===== src/hw/rtl/mfhp_pkg.sv =====
`timescale 1ns / 1ps

package mfhp_pkg;

  localparam logic [2:0] MaxLengthBytes = 3'd4;
  localparam logic [3:0] TypePublish    = 4'd3;
  localparam logic [3:0] TypeIdFirst    = 4'd4;
  localparam logic [3:0] TypeIdLast     = 4'd11;

  typedef enum logic [2:0] {
    PH_IDLE,
    PH_LEN,
    PH_ID_HI,
    PH_ID_LO,
    PH_SKIP
  } phase_e;

  typedef struct packed {
    logic [7:0] data_byte;
    logic       first_byte;
  } in_item_t;

  typedef struct packed {
    logic [3:0]  packet_type;
    logic [1:0]  qos_level;
    logic        dup_flag;
    logic        retain_flag;
    logic [27:0] remaining_length;
    logic [2:0]  length_byte_count;
    logic        has_identifier;
    logic [15:0] packet_identifier;
    logic        length_error;
  } result_t;

  typedef struct packed {
    logic     valid;
    in_item_t item;
  } in_slot_t;

  typedef struct packed {
    logic    push;
    result_t result;
  } push_t;

endpackage


===== src/hw/rtl/mfhp_if.sv =====
`timescale 1ns / 1ps

interface mfhp_in_if
  import mfhp_pkg::*;
();
  logic     valid;
  logic     ready;
  in_item_t payload;

  modport source (output valid, output payload, input ready);
  modport sink   (input valid, input payload, output ready);
endinterface

interface mfhp_out_if
  import mfhp_pkg::*;
();
  logic    valid;
  logic    ready;
  result_t payload;

  modport source (output valid, output payload, input ready);
  modport sink   (input valid, input payload, output ready);
endinterface


===== src/hw/rtl/mqtt_fixed_header_parser_core.sv =====
`timescale 1ns / 1ps

// Channel  Dir  Payload                                      Handshake
// pkt_i    in   data_byte[7:0], first_byte                   valid/ready
// hdr_o    out  type, qos, dup, retain, length[27:0], count,  valid/ready
//               has_id, id[15:0], length_error
//
// One byte per cycle sustained while no result waits on a full result register;
// each byte passes an input register, then combinational decode into the result
// register, so a result is registered once its last header byte is decoded.
// Reset clears the decode phase and both stage valid flags; bytes before the
// first marked first byte are dropped.
// A stalled result holds the decode only when the next byte would produce a
// result too; other bytes keep flowing.

module mqtt_fixed_header_parser_core
  import mfhp_pkg::*;
(
  input  logic clk_i,
  input  logic rst_ni,
  mfhp_in_if.sink    pkt_i,
  mfhp_out_if.source hdr_o
);

  in_slot_t slot;
  logic     consume;
  logic     out_free;
  push_t    push;

  mfhp_in_stage u_in_stage (
    .clk_i     (clk_i),
    .rst_ni    (rst_ni),
    .valid_i   (pkt_i.valid),
    .ready_o   (pkt_i.ready),
    .item_i    (pkt_i.payload),
    .consume_i (consume),
    .slot_o    (slot)
  );

  mfhp_decode u_decode (
    .clk_i      (clk_i),
    .rst_ni     (rst_ni),
    .slot_i     (slot),
    .out_free_i (out_free),
    .consume_o  (consume),
    .push_o     (push)
  );

  mfhp_out_stage u_out_stage (
    .clk_i    (clk_i),
    .rst_ni   (rst_ni),
    .push_i   (push),
    .free_o   (out_free),
    .valid_o  (hdr_o.valid),
    .ready_i  (hdr_o.ready),
    .result_o (hdr_o.payload)
  );

endmodule


===== src/hw/rtl/mfhp_in_stage.sv =====
`timescale 1ns / 1ps

module mfhp_in_stage
  import mfhp_pkg::*;
(
  input  logic     clk_i,
  input  logic     rst_ni,
  input  logic     valid_i,
  output logic     ready_o,
  input  in_item_t item_i,
  input  logic     consume_i,
  output in_slot_t slot_o
);

  logic     valid_q, valid_d;
  in_item_t item_q;
  logic     load;

  assign ready_o = !valid_q || consume_i;
  assign load    = valid_i && ready_o;

  always_comb begin
    valid_d = valid_q;
    if (load) begin
      valid_d = 1'b1;
    end else if (consume_i) begin
      valid_d = 1'b0;
    end
  end

  always_ff @(posedge clk_i or negedge rst_ni) begin
    if (!rst_ni) begin
      valid_q <= 1'b0;
    end else begin
      valid_q <= valid_d;
    end
  end

  always_ff @(posedge clk_i) begin
    if (load) begin
      item_q <= item_i;
    end
  end

  assign slot_o.valid = valid_q;
  assign slot_o.item  = item_q;

endmodule


===== src/hw/rtl/mfhp_decode.sv =====
`timescale 1ns / 1ps

module mfhp_decode
  import mfhp_pkg::*;
(
  input  logic     clk_i,
  input  logic     rst_ni,
  input  in_slot_t slot_i,
  input  logic     out_free_i,
  output logic     consume_o,
  output push_t    push_o
);

  phase_e      phase_q, phase_d;
  logic [7:0]  hdr_q;
  logic [27:0] len_q;
  logic [2:0]  cnt_q;
  logic [7:0]  idhi_q;

  logic [7:0]  b;
  logic        first;
  logic [3:0]  hdr_type;
  logic        needs_id;
  logic [27:0] addend;
  logic [27:0] len_sum;
  logic [2:0]  cnt_inc;
  logic        len_err;
  logic        emit;

  assign b        = slot_i.item.data_byte;
  assign first    = slot_i.item.first_byte;
  assign hdr_type = hdr_q[7:4];
  assign needs_id = (hdr_type >= TypeIdFirst && hdr_type <= TypeIdLast) ||
                    (hdr_type == TypePublish && hdr_q[2:1] != 2'd0);

  always_comb begin
    unique case (cnt_q[1:0])
      2'd0:    addend = {21'd0, b[6:0]};
      2'd1:    addend = {14'd0, b[6:0], 7'd0};
      2'd2:    addend = {7'd0, b[6:0], 14'd0};
      default: addend = {b[6:0], 21'd0};
    endcase
  end

  assign len_sum = len_q + addend;
  assign cnt_inc = cnt_q + 3'd1;
  assign len_err = b[7] && (cnt_inc >= MaxLengthBytes);

  assign emit = slot_i.valid && !first &&
                ((phase_q == PH_LEN && (len_err || (!b[7] && !needs_id))) ||
                 phase_q == PH_ID_LO);
  assign consume_o = slot_i.valid && (!emit || out_free_i);

  // next state
  always_comb begin
    phase_d = phase_q;
    if (consume_o) begin
      if (first) begin
        phase_d = PH_LEN;
      end else begin
        unique case (phase_q)
          PH_LEN: begin
            if (len_err) begin
              phase_d = PH_SKIP;
            end else if (!b[7]) begin
              phase_d = needs_id ? PH_ID_HI : PH_SKIP;
            end
          end
          PH_ID_HI: phase_d = PH_ID_LO;
          PH_ID_LO: phase_d = PH_SKIP;
          default:  phase_d = phase_q;
        endcase
      end
    end
  end

  // result
  always_comb begin
    push_o.push                     = emit && consume_o;
    push_o.result.packet_type       = hdr_q[7:4];
    push_o.result.qos_level         = hdr_q[2:1];
    push_o.result.dup_flag          = hdr_q[3];
    push_o.result.retain_flag       = hdr_q[0];
    push_o.result.remaining_length  = len_sum;
    push_o.result.length_byte_count = cnt_inc;
    push_o.result.has_identifier    = 1'b0;
    push_o.result.packet_identifier = 16'd0;
    push_o.result.length_error      = 1'b0;
    if (phase_q == PH_ID_LO) begin
      push_o.result.remaining_length  = len_q;
      push_o.result.length_byte_count = cnt_q;
      push_o.result.has_identifier    = 1'b1;
      push_o.result.packet_identifier = {idhi_q, b};
    end else if (len_err) begin
      push_o.result.remaining_length = 28'd0;
      push_o.result.length_error     = 1'b1;
    end
  end

  always_ff @(posedge clk_i or negedge rst_ni) begin
    if (!rst_ni) begin
      phase_q <= PH_IDLE;
    end else begin
      phase_q <= phase_d;
    end
  end

  always_ff @(posedge clk_i) begin
    if (consume_o) begin
      if (first) begin
        hdr_q <= b;
        len_q <= 28'd0;
        cnt_q <= 3'd0;
      end else if (phase_q == PH_LEN) begin
        len_q <= len_sum;
        cnt_q <= cnt_inc;
      end else if (phase_q == PH_ID_HI) begin
        idhi_q <= b;
      end
    end
  end

  a_first_starts_len: assert property (@(posedge clk_i) disable iff (!rst_ni)
    consume_o && first |=> phase_q == PH_LEN)
    else $error("first byte did not restart length decode");

  a_len_count_bound: assert property (@(posedge clk_i) disable iff (!rst_ni)
    phase_q == PH_LEN |-> cnt_q < MaxLengthBytes)
    else $error("length byte count out of range");

  a_push_ends_header: assert property (@(posedge clk_i) disable iff (!rst_ni)
    push_o.push && !first |=> phase_q == PH_SKIP)
    else $error("result given without closing the header");

  a_no_push_on_stall: assert property (@(posedge clk_i) disable iff (!rst_ni)
    push_o.push |-> out_free_i && slot_i.valid)
    else $error("result pushed into a full output register");

endmodule


===== src/hw/rtl/mfhp_out_stage.sv =====
`timescale 1ns / 1ps

module mfhp_out_stage
  import mfhp_pkg::*;
(
  input  logic    clk_i,
  input  logic    rst_ni,
  input  push_t   push_i,
  output logic    free_o,
  output logic    valid_o,
  input  logic    ready_i,
  output result_t result_o
);

  logic    valid_q, valid_d;
  result_t result_q;

  assign free_o = !valid_q || ready_i;

  always_comb begin
    valid_d = valid_q;
    if (push_i.push) begin
      valid_d = 1'b1;
    end else if (ready_i) begin
      valid_d = 1'b0;
    end
  end

  always_ff @(posedge clk_i or negedge rst_ni) begin
    if (!rst_ni) begin
      valid_q <= 1'b0;
    end else begin
      valid_q <= valid_d;
    end
  end

  always_ff @(posedge clk_i) begin
    if (push_i.push) begin
      result_q <= push_i.result;
    end
  end

  assign valid_o  = valid_q;
  assign result_o = result_q;

endmodule

===== src/flat_wrapper.sv =====
// flat-port wrapper written by rule: the top's interface ports become plain ports
module mqtt_fixed_header_parser_core_flat import mfhp_pkg::*;
  (clk_i, rst_ni, pkt_i_valid, pkt_i_payload, pkt_i_ready, hdr_o_valid, hdr_o_payload, hdr_o_ready);
  mfhp_in_if pkt_i_i ();
  mfhp_out_if hdr_o_i ();
  input  logic clk_i;
  input  logic rst_ni;
  input wire logic [$bits(pkt_i_i.valid)-1:0] pkt_i_valid;
  input wire logic [$bits(pkt_i_i.payload)-1:0] pkt_i_payload;
  output wire logic [$bits(pkt_i_i.ready)-1:0] pkt_i_ready;
  output wire logic [$bits(hdr_o_i.valid)-1:0] hdr_o_valid;
  output wire logic [$bits(hdr_o_i.payload)-1:0] hdr_o_payload;
  input wire logic [$bits(hdr_o_i.ready)-1:0] hdr_o_ready;
  assign pkt_i_i.valid = pkt_i_valid;
  assign pkt_i_i.payload = pkt_i_payload;
  assign pkt_i_ready = pkt_i_i.ready;
  assign hdr_o_valid = hdr_o_i.valid;
  assign hdr_o_payload = hdr_o_i.payload;
  assign hdr_o_i.ready = hdr_o_ready;
  mqtt_fixed_header_parser_core u_core (.clk_i(clk_i), .rst_ni(rst_ni), .pkt_i(pkt_i_i), .hdr_o(hdr_o_i));
endmodule

===== config.mk =====
export PLATFORM = sky130hd
export DESIGN_NAME = mqtt_fixed_header_parser_core_flat
export DESIGN_NICKNAME = d
export VERILOG_FILES = /design/src/hw/rtl/mfhp_pkg.sv /design/src/hw/rtl/mfhp_if.sv /design/src/hw/rtl/mqtt_fixed_header_parser_core.sv /design/src/hw/rtl/mfhp_in_stage.sv /design/src/hw/rtl/mfhp_decode.sv /design/src/hw/rtl/mfhp_out_stage.sv /design/src/flat_wrapper.sv
export SDC_FILE = /design/constraint.sdc
export NUM_CORES = 1
export LEC_CHECK = 0
export BUFFER_PORTS_ARGS = -buffer_cell sky130_fd_sc_hd__buf_2
export CORE_MARGIN = 2
export CORE_UTILIZATION = 35
export DETAILED_ROUTE_END_ITERATION = 16
export PLACE_DENSITY = 0.57
export SETUP_SLACK_MARGIN = 0.4
export SLEW_MARGIN = 20
export SYNTH_ARGS = -nofsm -noshare
export SYNTH_HDL_FRONTEND = slang
export SYNTH_SLANG_ARGS = --single-unit

===== constraint.sdc =====
create_clock -name clk_i -period 4.6 [get_ports clk_i]
set_input_delay 0.69 -clock clk_i [delete_from_list [all_inputs] [get_ports clk_i]]
set_output_delay 0.69 -clock clk_i [all_outputs]
set_load 0.1 [all_outputs]

* Yosys cells after proc, flatten, opt, wreduce, memory -nomap -nowiden
Cells that the tools add are included.
** Storage, ports and cells
- Input bits :: 13
- Register bits :: 118
- Output and inout port bits :: 59
- Memories :: 0
- Bits in read-only memories :: 0
- Latch bits :: 0
- Bits in writable memories :: 0
** Operators by class
- Divide/modulo/power cells :: 0
- Shifts and indexed selects :: 0
- Equality and inequality tests :: 7
- Magnitude comparators :: 3
- Multiply operators :: 0
- Mux-type cells :: 16
- Add/subtract/negate cells :: 2
- Reduce and logical (&&, ||, !) cells :: 32
- Bitwise operators :: 2
** Operators by type and width (number)
- 2-to-1 mux 28 bit :: 3
- one-hot mux 28 bit (3 select lines) :: 1
- adder 28 bit :: 1
- 2-to-1 mux 20 bit :: 1
- 2-to-1 mux 3 bit :: 5
- logical AND 1 bit :: 10
- one-hot mux 3 bit (3 select lines) :: 1
- nonzero test 2 bit :: 4
- == test 3 x 2 -> 1 bit (second input constant) :: 2
- zero test 1 bit :: 6
- logical OR 1 bit :: 6
- 2-to-1 mux 1 bit :: 5
- == test 4 x 2 -> 1 bit (second input constant) :: 1
- greater-or-equal comparator 4 x 3 -> 1 bit (second input constant) :: 1
- <= comparator 4 bit (second input constant) :: 1
- != test 4 bit (second input constant) :: 1
- AND reduction 2 bit :: 2
- AND reduction 4 bit :: 1
- nonzero test 4 bit :: 1
- adder 3 x 1 -> 3 bit (second input constant) :: 1
- == test 3 x 1 -> 1 bit (second input constant) :: 1
- greater-or-equal comparator 3 bit (second input constant) :: 1
- AND reduction 3 bit :: 1
- == test 2 x 1 -> 1 bit (second input constant) :: 1
- other kinds (3) :: 4

* Longest topological paths before layout
- Word-level depth :: 15
- Depth in mapped cells :: 14
- Depth with buffers taken out :: 14

* Cells and area by module
Synthesis repeated with hierarchy kept, for this count alone.
** Second synthesis, totals
- Cell total of the unflattened synthesis :: 508
- Area, all modules :: 6199.7 um^2
** Modules (own cells, without submodules)
- mfhp_decode :: instances 1, area an instance 4108.9 um^2, cells an instance 434, sequential area each 1486.4 um^2
- mfhp_out_stage :: instances 1, area an instance 1759.2 um^2, cells an instance 60, sequential area each 1736.7 um^2
- mfhp_in_stage :: instances 1, area an instance 331.6 um^2, cells an instance 14, sequential area each 295.3 um^2

* Worst setup path before layout
OpenSTA, ideal clock, no wires.
- Path type :: register -> register
- Start point :: reg u_core.u_decode.cnt_q[0]
- End point :: reg u_core.u_out_stage.result_q, in the netlist u_core.u_out_stage.result_o[0] (enable)
- Path buffers :: 0
- Library setup time :: 0.472 ns
- Stages on the path, launching flop included :: 7
- Slack :: 0.086 ns
- Arrival time :: 4.042 ns
- Clock period less this slack :: 4.514 ns
- Required time :: 4.128 ns
- Cell sequence :: edfxtp_1 ha_1 xnor2_1 nor2b_4 o21ai_1 a2111o_1 nor2_1
** RTL lines
- from (decl) :: RTL line mfhp_decode.sv:17 : logic [2:0] cnt_q;
- from (signal assigned) :: RTL line mfhp_decode.sv:116 : cnt_q <= cnt_inc;
- to (signal assigned) :: RTL line mfhp_out_stage.sv:39 : result_q <= push_i.result;
- to (decl) :: RTL line mfhp_out_stage.sv:16 : result_t result_q;

==> metrics.md <==
| Metric | Value |
|---|---|
| Worst-path maximum fanout | `10` |
| Initial DRT Pass Iterations | `4` |
| WHS | `69.60 ps` |
| Crit path DAT | `3940 ps` |
| Rows | `48` |
| Max-cap violations | `0` |
| Mapped cell area | `6255 µm²` |
| Ranking of synthesized cells by area | `edfxtp_1 54%, ha_1 6.6%, and2_1 4.6%` |
| CTS Sinks | `118` |
| Fmax | `0.2651 GHz` |
| CP Class | `register to register` |
| Nets | `637` |
| Final Cycle Share | `82.02%` |
| Antenna viol nets, final | `0` |
| Outcome | `complete, no violations` |
| Total GRT Usage | `16.00%` |
| Gp weighted congestion | `0.8843` |
| Share of the synthesized area in the top cell type | `54.25%` |
| Sw power | `1.232 mW` |
| Overall Power | `3.656 mW` |
| Worst EP required | `4770 ps` |
| Clock Skews | `13.72 ps` |
| Leakage | `2.985 nW` |
| Avg Cell Area, Syn | `12.24 µm²` |
| Vias in the first global route | `4207` |
| Simple-gate area share of the yosys netlist | `15.58%` |
| Unique cell type count in the Yosys netlist | `70` |
| RR Endpoint | `u_core.u_out_stage.result_o[41]` |
| Routed WL per cell | `17.40 µm` |
| Register bit total from synthesis | `118` |
| Post-cts repair resize count | `0` |
| Sw Share | `33.70%` |
| Count leader, synth | `edfxtp_1` |
| Worst-margin pin slew | `1008 ps` |
| Syn_nets | `558` |
| Util after Layout | `42.90%` |
| Cts bufs inserted | `17` |
| Flop pwr share | `38.6%` |
| Synth Instances | `511` |
| Fin crit period | `3773 ps` |
| Initial antenna violation count | `0` |
| Setup TNS | `0 ps` |
| Post-synth EDFFs | `113` |
| Pin count of the biggest net entering global routing | `56` |
| Post-synthesis sequential area ratio | `56.25%` |
| Area Growth Syn to Fin | `19.04%` |
| Post-synth top cells | `113 x edfxtp_1, 46 x and2_1, 33 x ha_1, 29 x nor2_1` |
| Primary FF master, synth | `edfxtp_1` |
| Count of input and output buffers | `71` |
| Worst vdd ir | `0.2500 mV` |
| RSZ-0062 raised after global routing | `no` |
| Mux contribution to synthesized area | `0.7001%` |
| Setup bufs post-CTS | `0` |
| Vias per cell | `5.171` |
| Startpoint Class | `register` |
| Core ar. | `17360 µm²` |
| Combinational family with the most area after synthesis | `simple AND/OR/NAND/NOR gates` |
| Clock buffer depth | `2` |
| Crit end category | `register` |
| Class of the tightest hold or removal check | `primary input to async pin` |
| Power share of the clock group | `33.8%` |
| Drt initial violations | `253` |
| Synth Area in Compound Gates | `14.80%` |
| Layout cells sized above 1 | `21.72%` |
| CTS tree | `built` |
| Die width | `137.7 µm` |
| Internal power | `2.424 mW` |
| First-pass GRT wire length | `22470 µm` |
| Async SR Flop Fraction | `4.237%` |
| Pwr Density | `491.1 nW/µm²` |
| H-tree depth | `4` |
| Slew HR | `32.74%` |
| Slew Viols, Final | `0` |
| Cells on worst reg2reg path | `13` |
| Ant. Diodes | `0` |
| Fin. Hold Viols | `0` |
| Comb power frac | `27.6%` |
| Die height | `137.7 µm` |
| R2R Setup Slk | `830 ps` |
| Post-Route WL | `14410 µm` |
| Post-Synth XOR/XNOR Area | `3.481%` |
| Die area | `18960 µm²` |
| Residual DRC | `0` |
| Dominant cell type by area after synthesis | `edfxtp_1` |
| Final setup vio count | `0` |
| Initial Utilization | `36.04%` |
| Synth Area in Adders | `6.921%` |
| Routed via count | `4282` |
| HPWL after DPL | `9728 µm` |
| GRT overflow | `0` |
| Hold-fix buffers, CTS | `0` |
| Worst skew pair latency | `420 ps` |
| Reg clk slew, reported paths | `60 ps` |
| YS warnings | `0` |
| IO Pins | `72` |
| Worst reg2reg path startpoint | `u_core.u_decode.cnt_q[0]` |
| Root Driver | `clkbuf_16` |
[critical path: stages, from the launching register on]
cell	delay, ps
edfxtp_1	490
ha_1	360
nor2b_1	370
and2_1	190
ha_1	190
inv_1	60
fa_1	380
nand2b_1	170
a211o_1	290
a21oi_2	260
a21boi_1	130
o31ai_1	300
xor2_1	120
a22o_1	210
[per-stage QoR]
| stage | setup slack [ps] | instance area (µm²) | instances |
|---|---|---|---|
| after floorplan | 1037 | 6257 | 511 |
| after global placement | 1031 | 6892 | 796 |
| final | 827.3 | 7446 | 828 |
| after CTS | 812.6 | 7446 | 828 |
| after global routing | 558.4 | 7446 | 828 |
| after detailed placement | 815.3 | 6892 | 796 |
[worst max path at each step]
stage | startpoint | end | slack, ps | depth (start not counted)
3_3_place_gp | u_core.u_decode.cnt_q[0] | u_core.u_out_stage.result_o[41] | 1030 | 13
5_1_grt | u_core.u_decode.cnt_q[0] | u_core.u_out_stage.result_o[41] | 560 | 13
2_1_floorplan | u_core.u_decode.cnt_q[0] | u_core.u_out_stage.result_o[0] | 1040 | 6
4_1_cts | u_core.u_decode.cnt_q[0] | u_core.u_out_stage.result_o[41] | 810 | 13
6_report | u_core.u_decode.cnt_q[0] | u_core.u_out_stage.result_o[41] | 830 | 13
3_5_place_dp | u_core.u_decode.cnt_q[0] | u_core.u_out_stage.result_o[41] | 820 | 13
[per-layer routing]
layer	global-route usage, %	vias to the layer above	part of all wire, %
met5	0	-	0
met4	6.243	0	1.3
met3	3.900	12	4.6
met2	25.32	92	47
met1	21.16	2114	47
li1	-	2064	-
[power groups by stage]
| stage | registers, mW | clock network, mW | logic (mW) |
|---|---|---|---|
| after floorplan | 1.65 | 0 | 0.566 |
| after global placement | 1.43 | 0 | 0.996 |
| after detailed placement | 1.43 | 0 | 1.01 |
| after CTS | 1.41 | 1.27 | 1.01 |
| after global routing | 1.42 | 1.32 | 1.10 |
| final | 1.41 | 1.24 | 1.01 |
[cell usage in the layout, fill, tap and decap left out, types with 8 or more instances in the layout]
cell type	count
ha_1	33
buf_2	71
nor3_1	10
nand3_1	9
xnor2_1	16
edfxtp_1	113
nor2_1	25
and2_1	46
inv_1	17
a21oi_1	23
nand2_1	28
a22o_1	19
a21o_1	13
clkbuf_16	17
o31ai_1	8
nor2b_1	28
[registers in the layout (all words and copies together), names as in the netlist]
signal,flops
u_core.u_out_stage.valid_o,1
u_core.u_in_stage.slot_o,9
u_core.u_decode.cnt_q,3
u_core.u_decode.phase_q,3
u_core.u_decode.hdr_q,8
u_core.u_out_stage.result_o,57
u_core.u_decode.idhi_q,8
u_core.u_decode.len_q,28
u_core.u_in_stage.valid_q,1
[final cells by class]
class                   count  area [µm²]
inverters                  17       63.81
multi-input cells         359        2615
fillers                  1610        9911
clock inverters            11       103.9
clock buffers              21       450.4
well taps                 225       281.5
repair buffers             77       412.9
flip-flops and latches    118        3518
[kinds of logic (layout without fill, tap and decap cells)]
family,after synthesis,after routing
buffers and inverters,34,126
multiplexers,4,4
AND/OR/NAND/NOR,178,178
flip-flops,118,118
AO/OA/AOI/OAI,119,119
XOR/XNOR,24,24
adder cells (fa/ha/maj),34,34
Power figures use the tool's default switching activity.
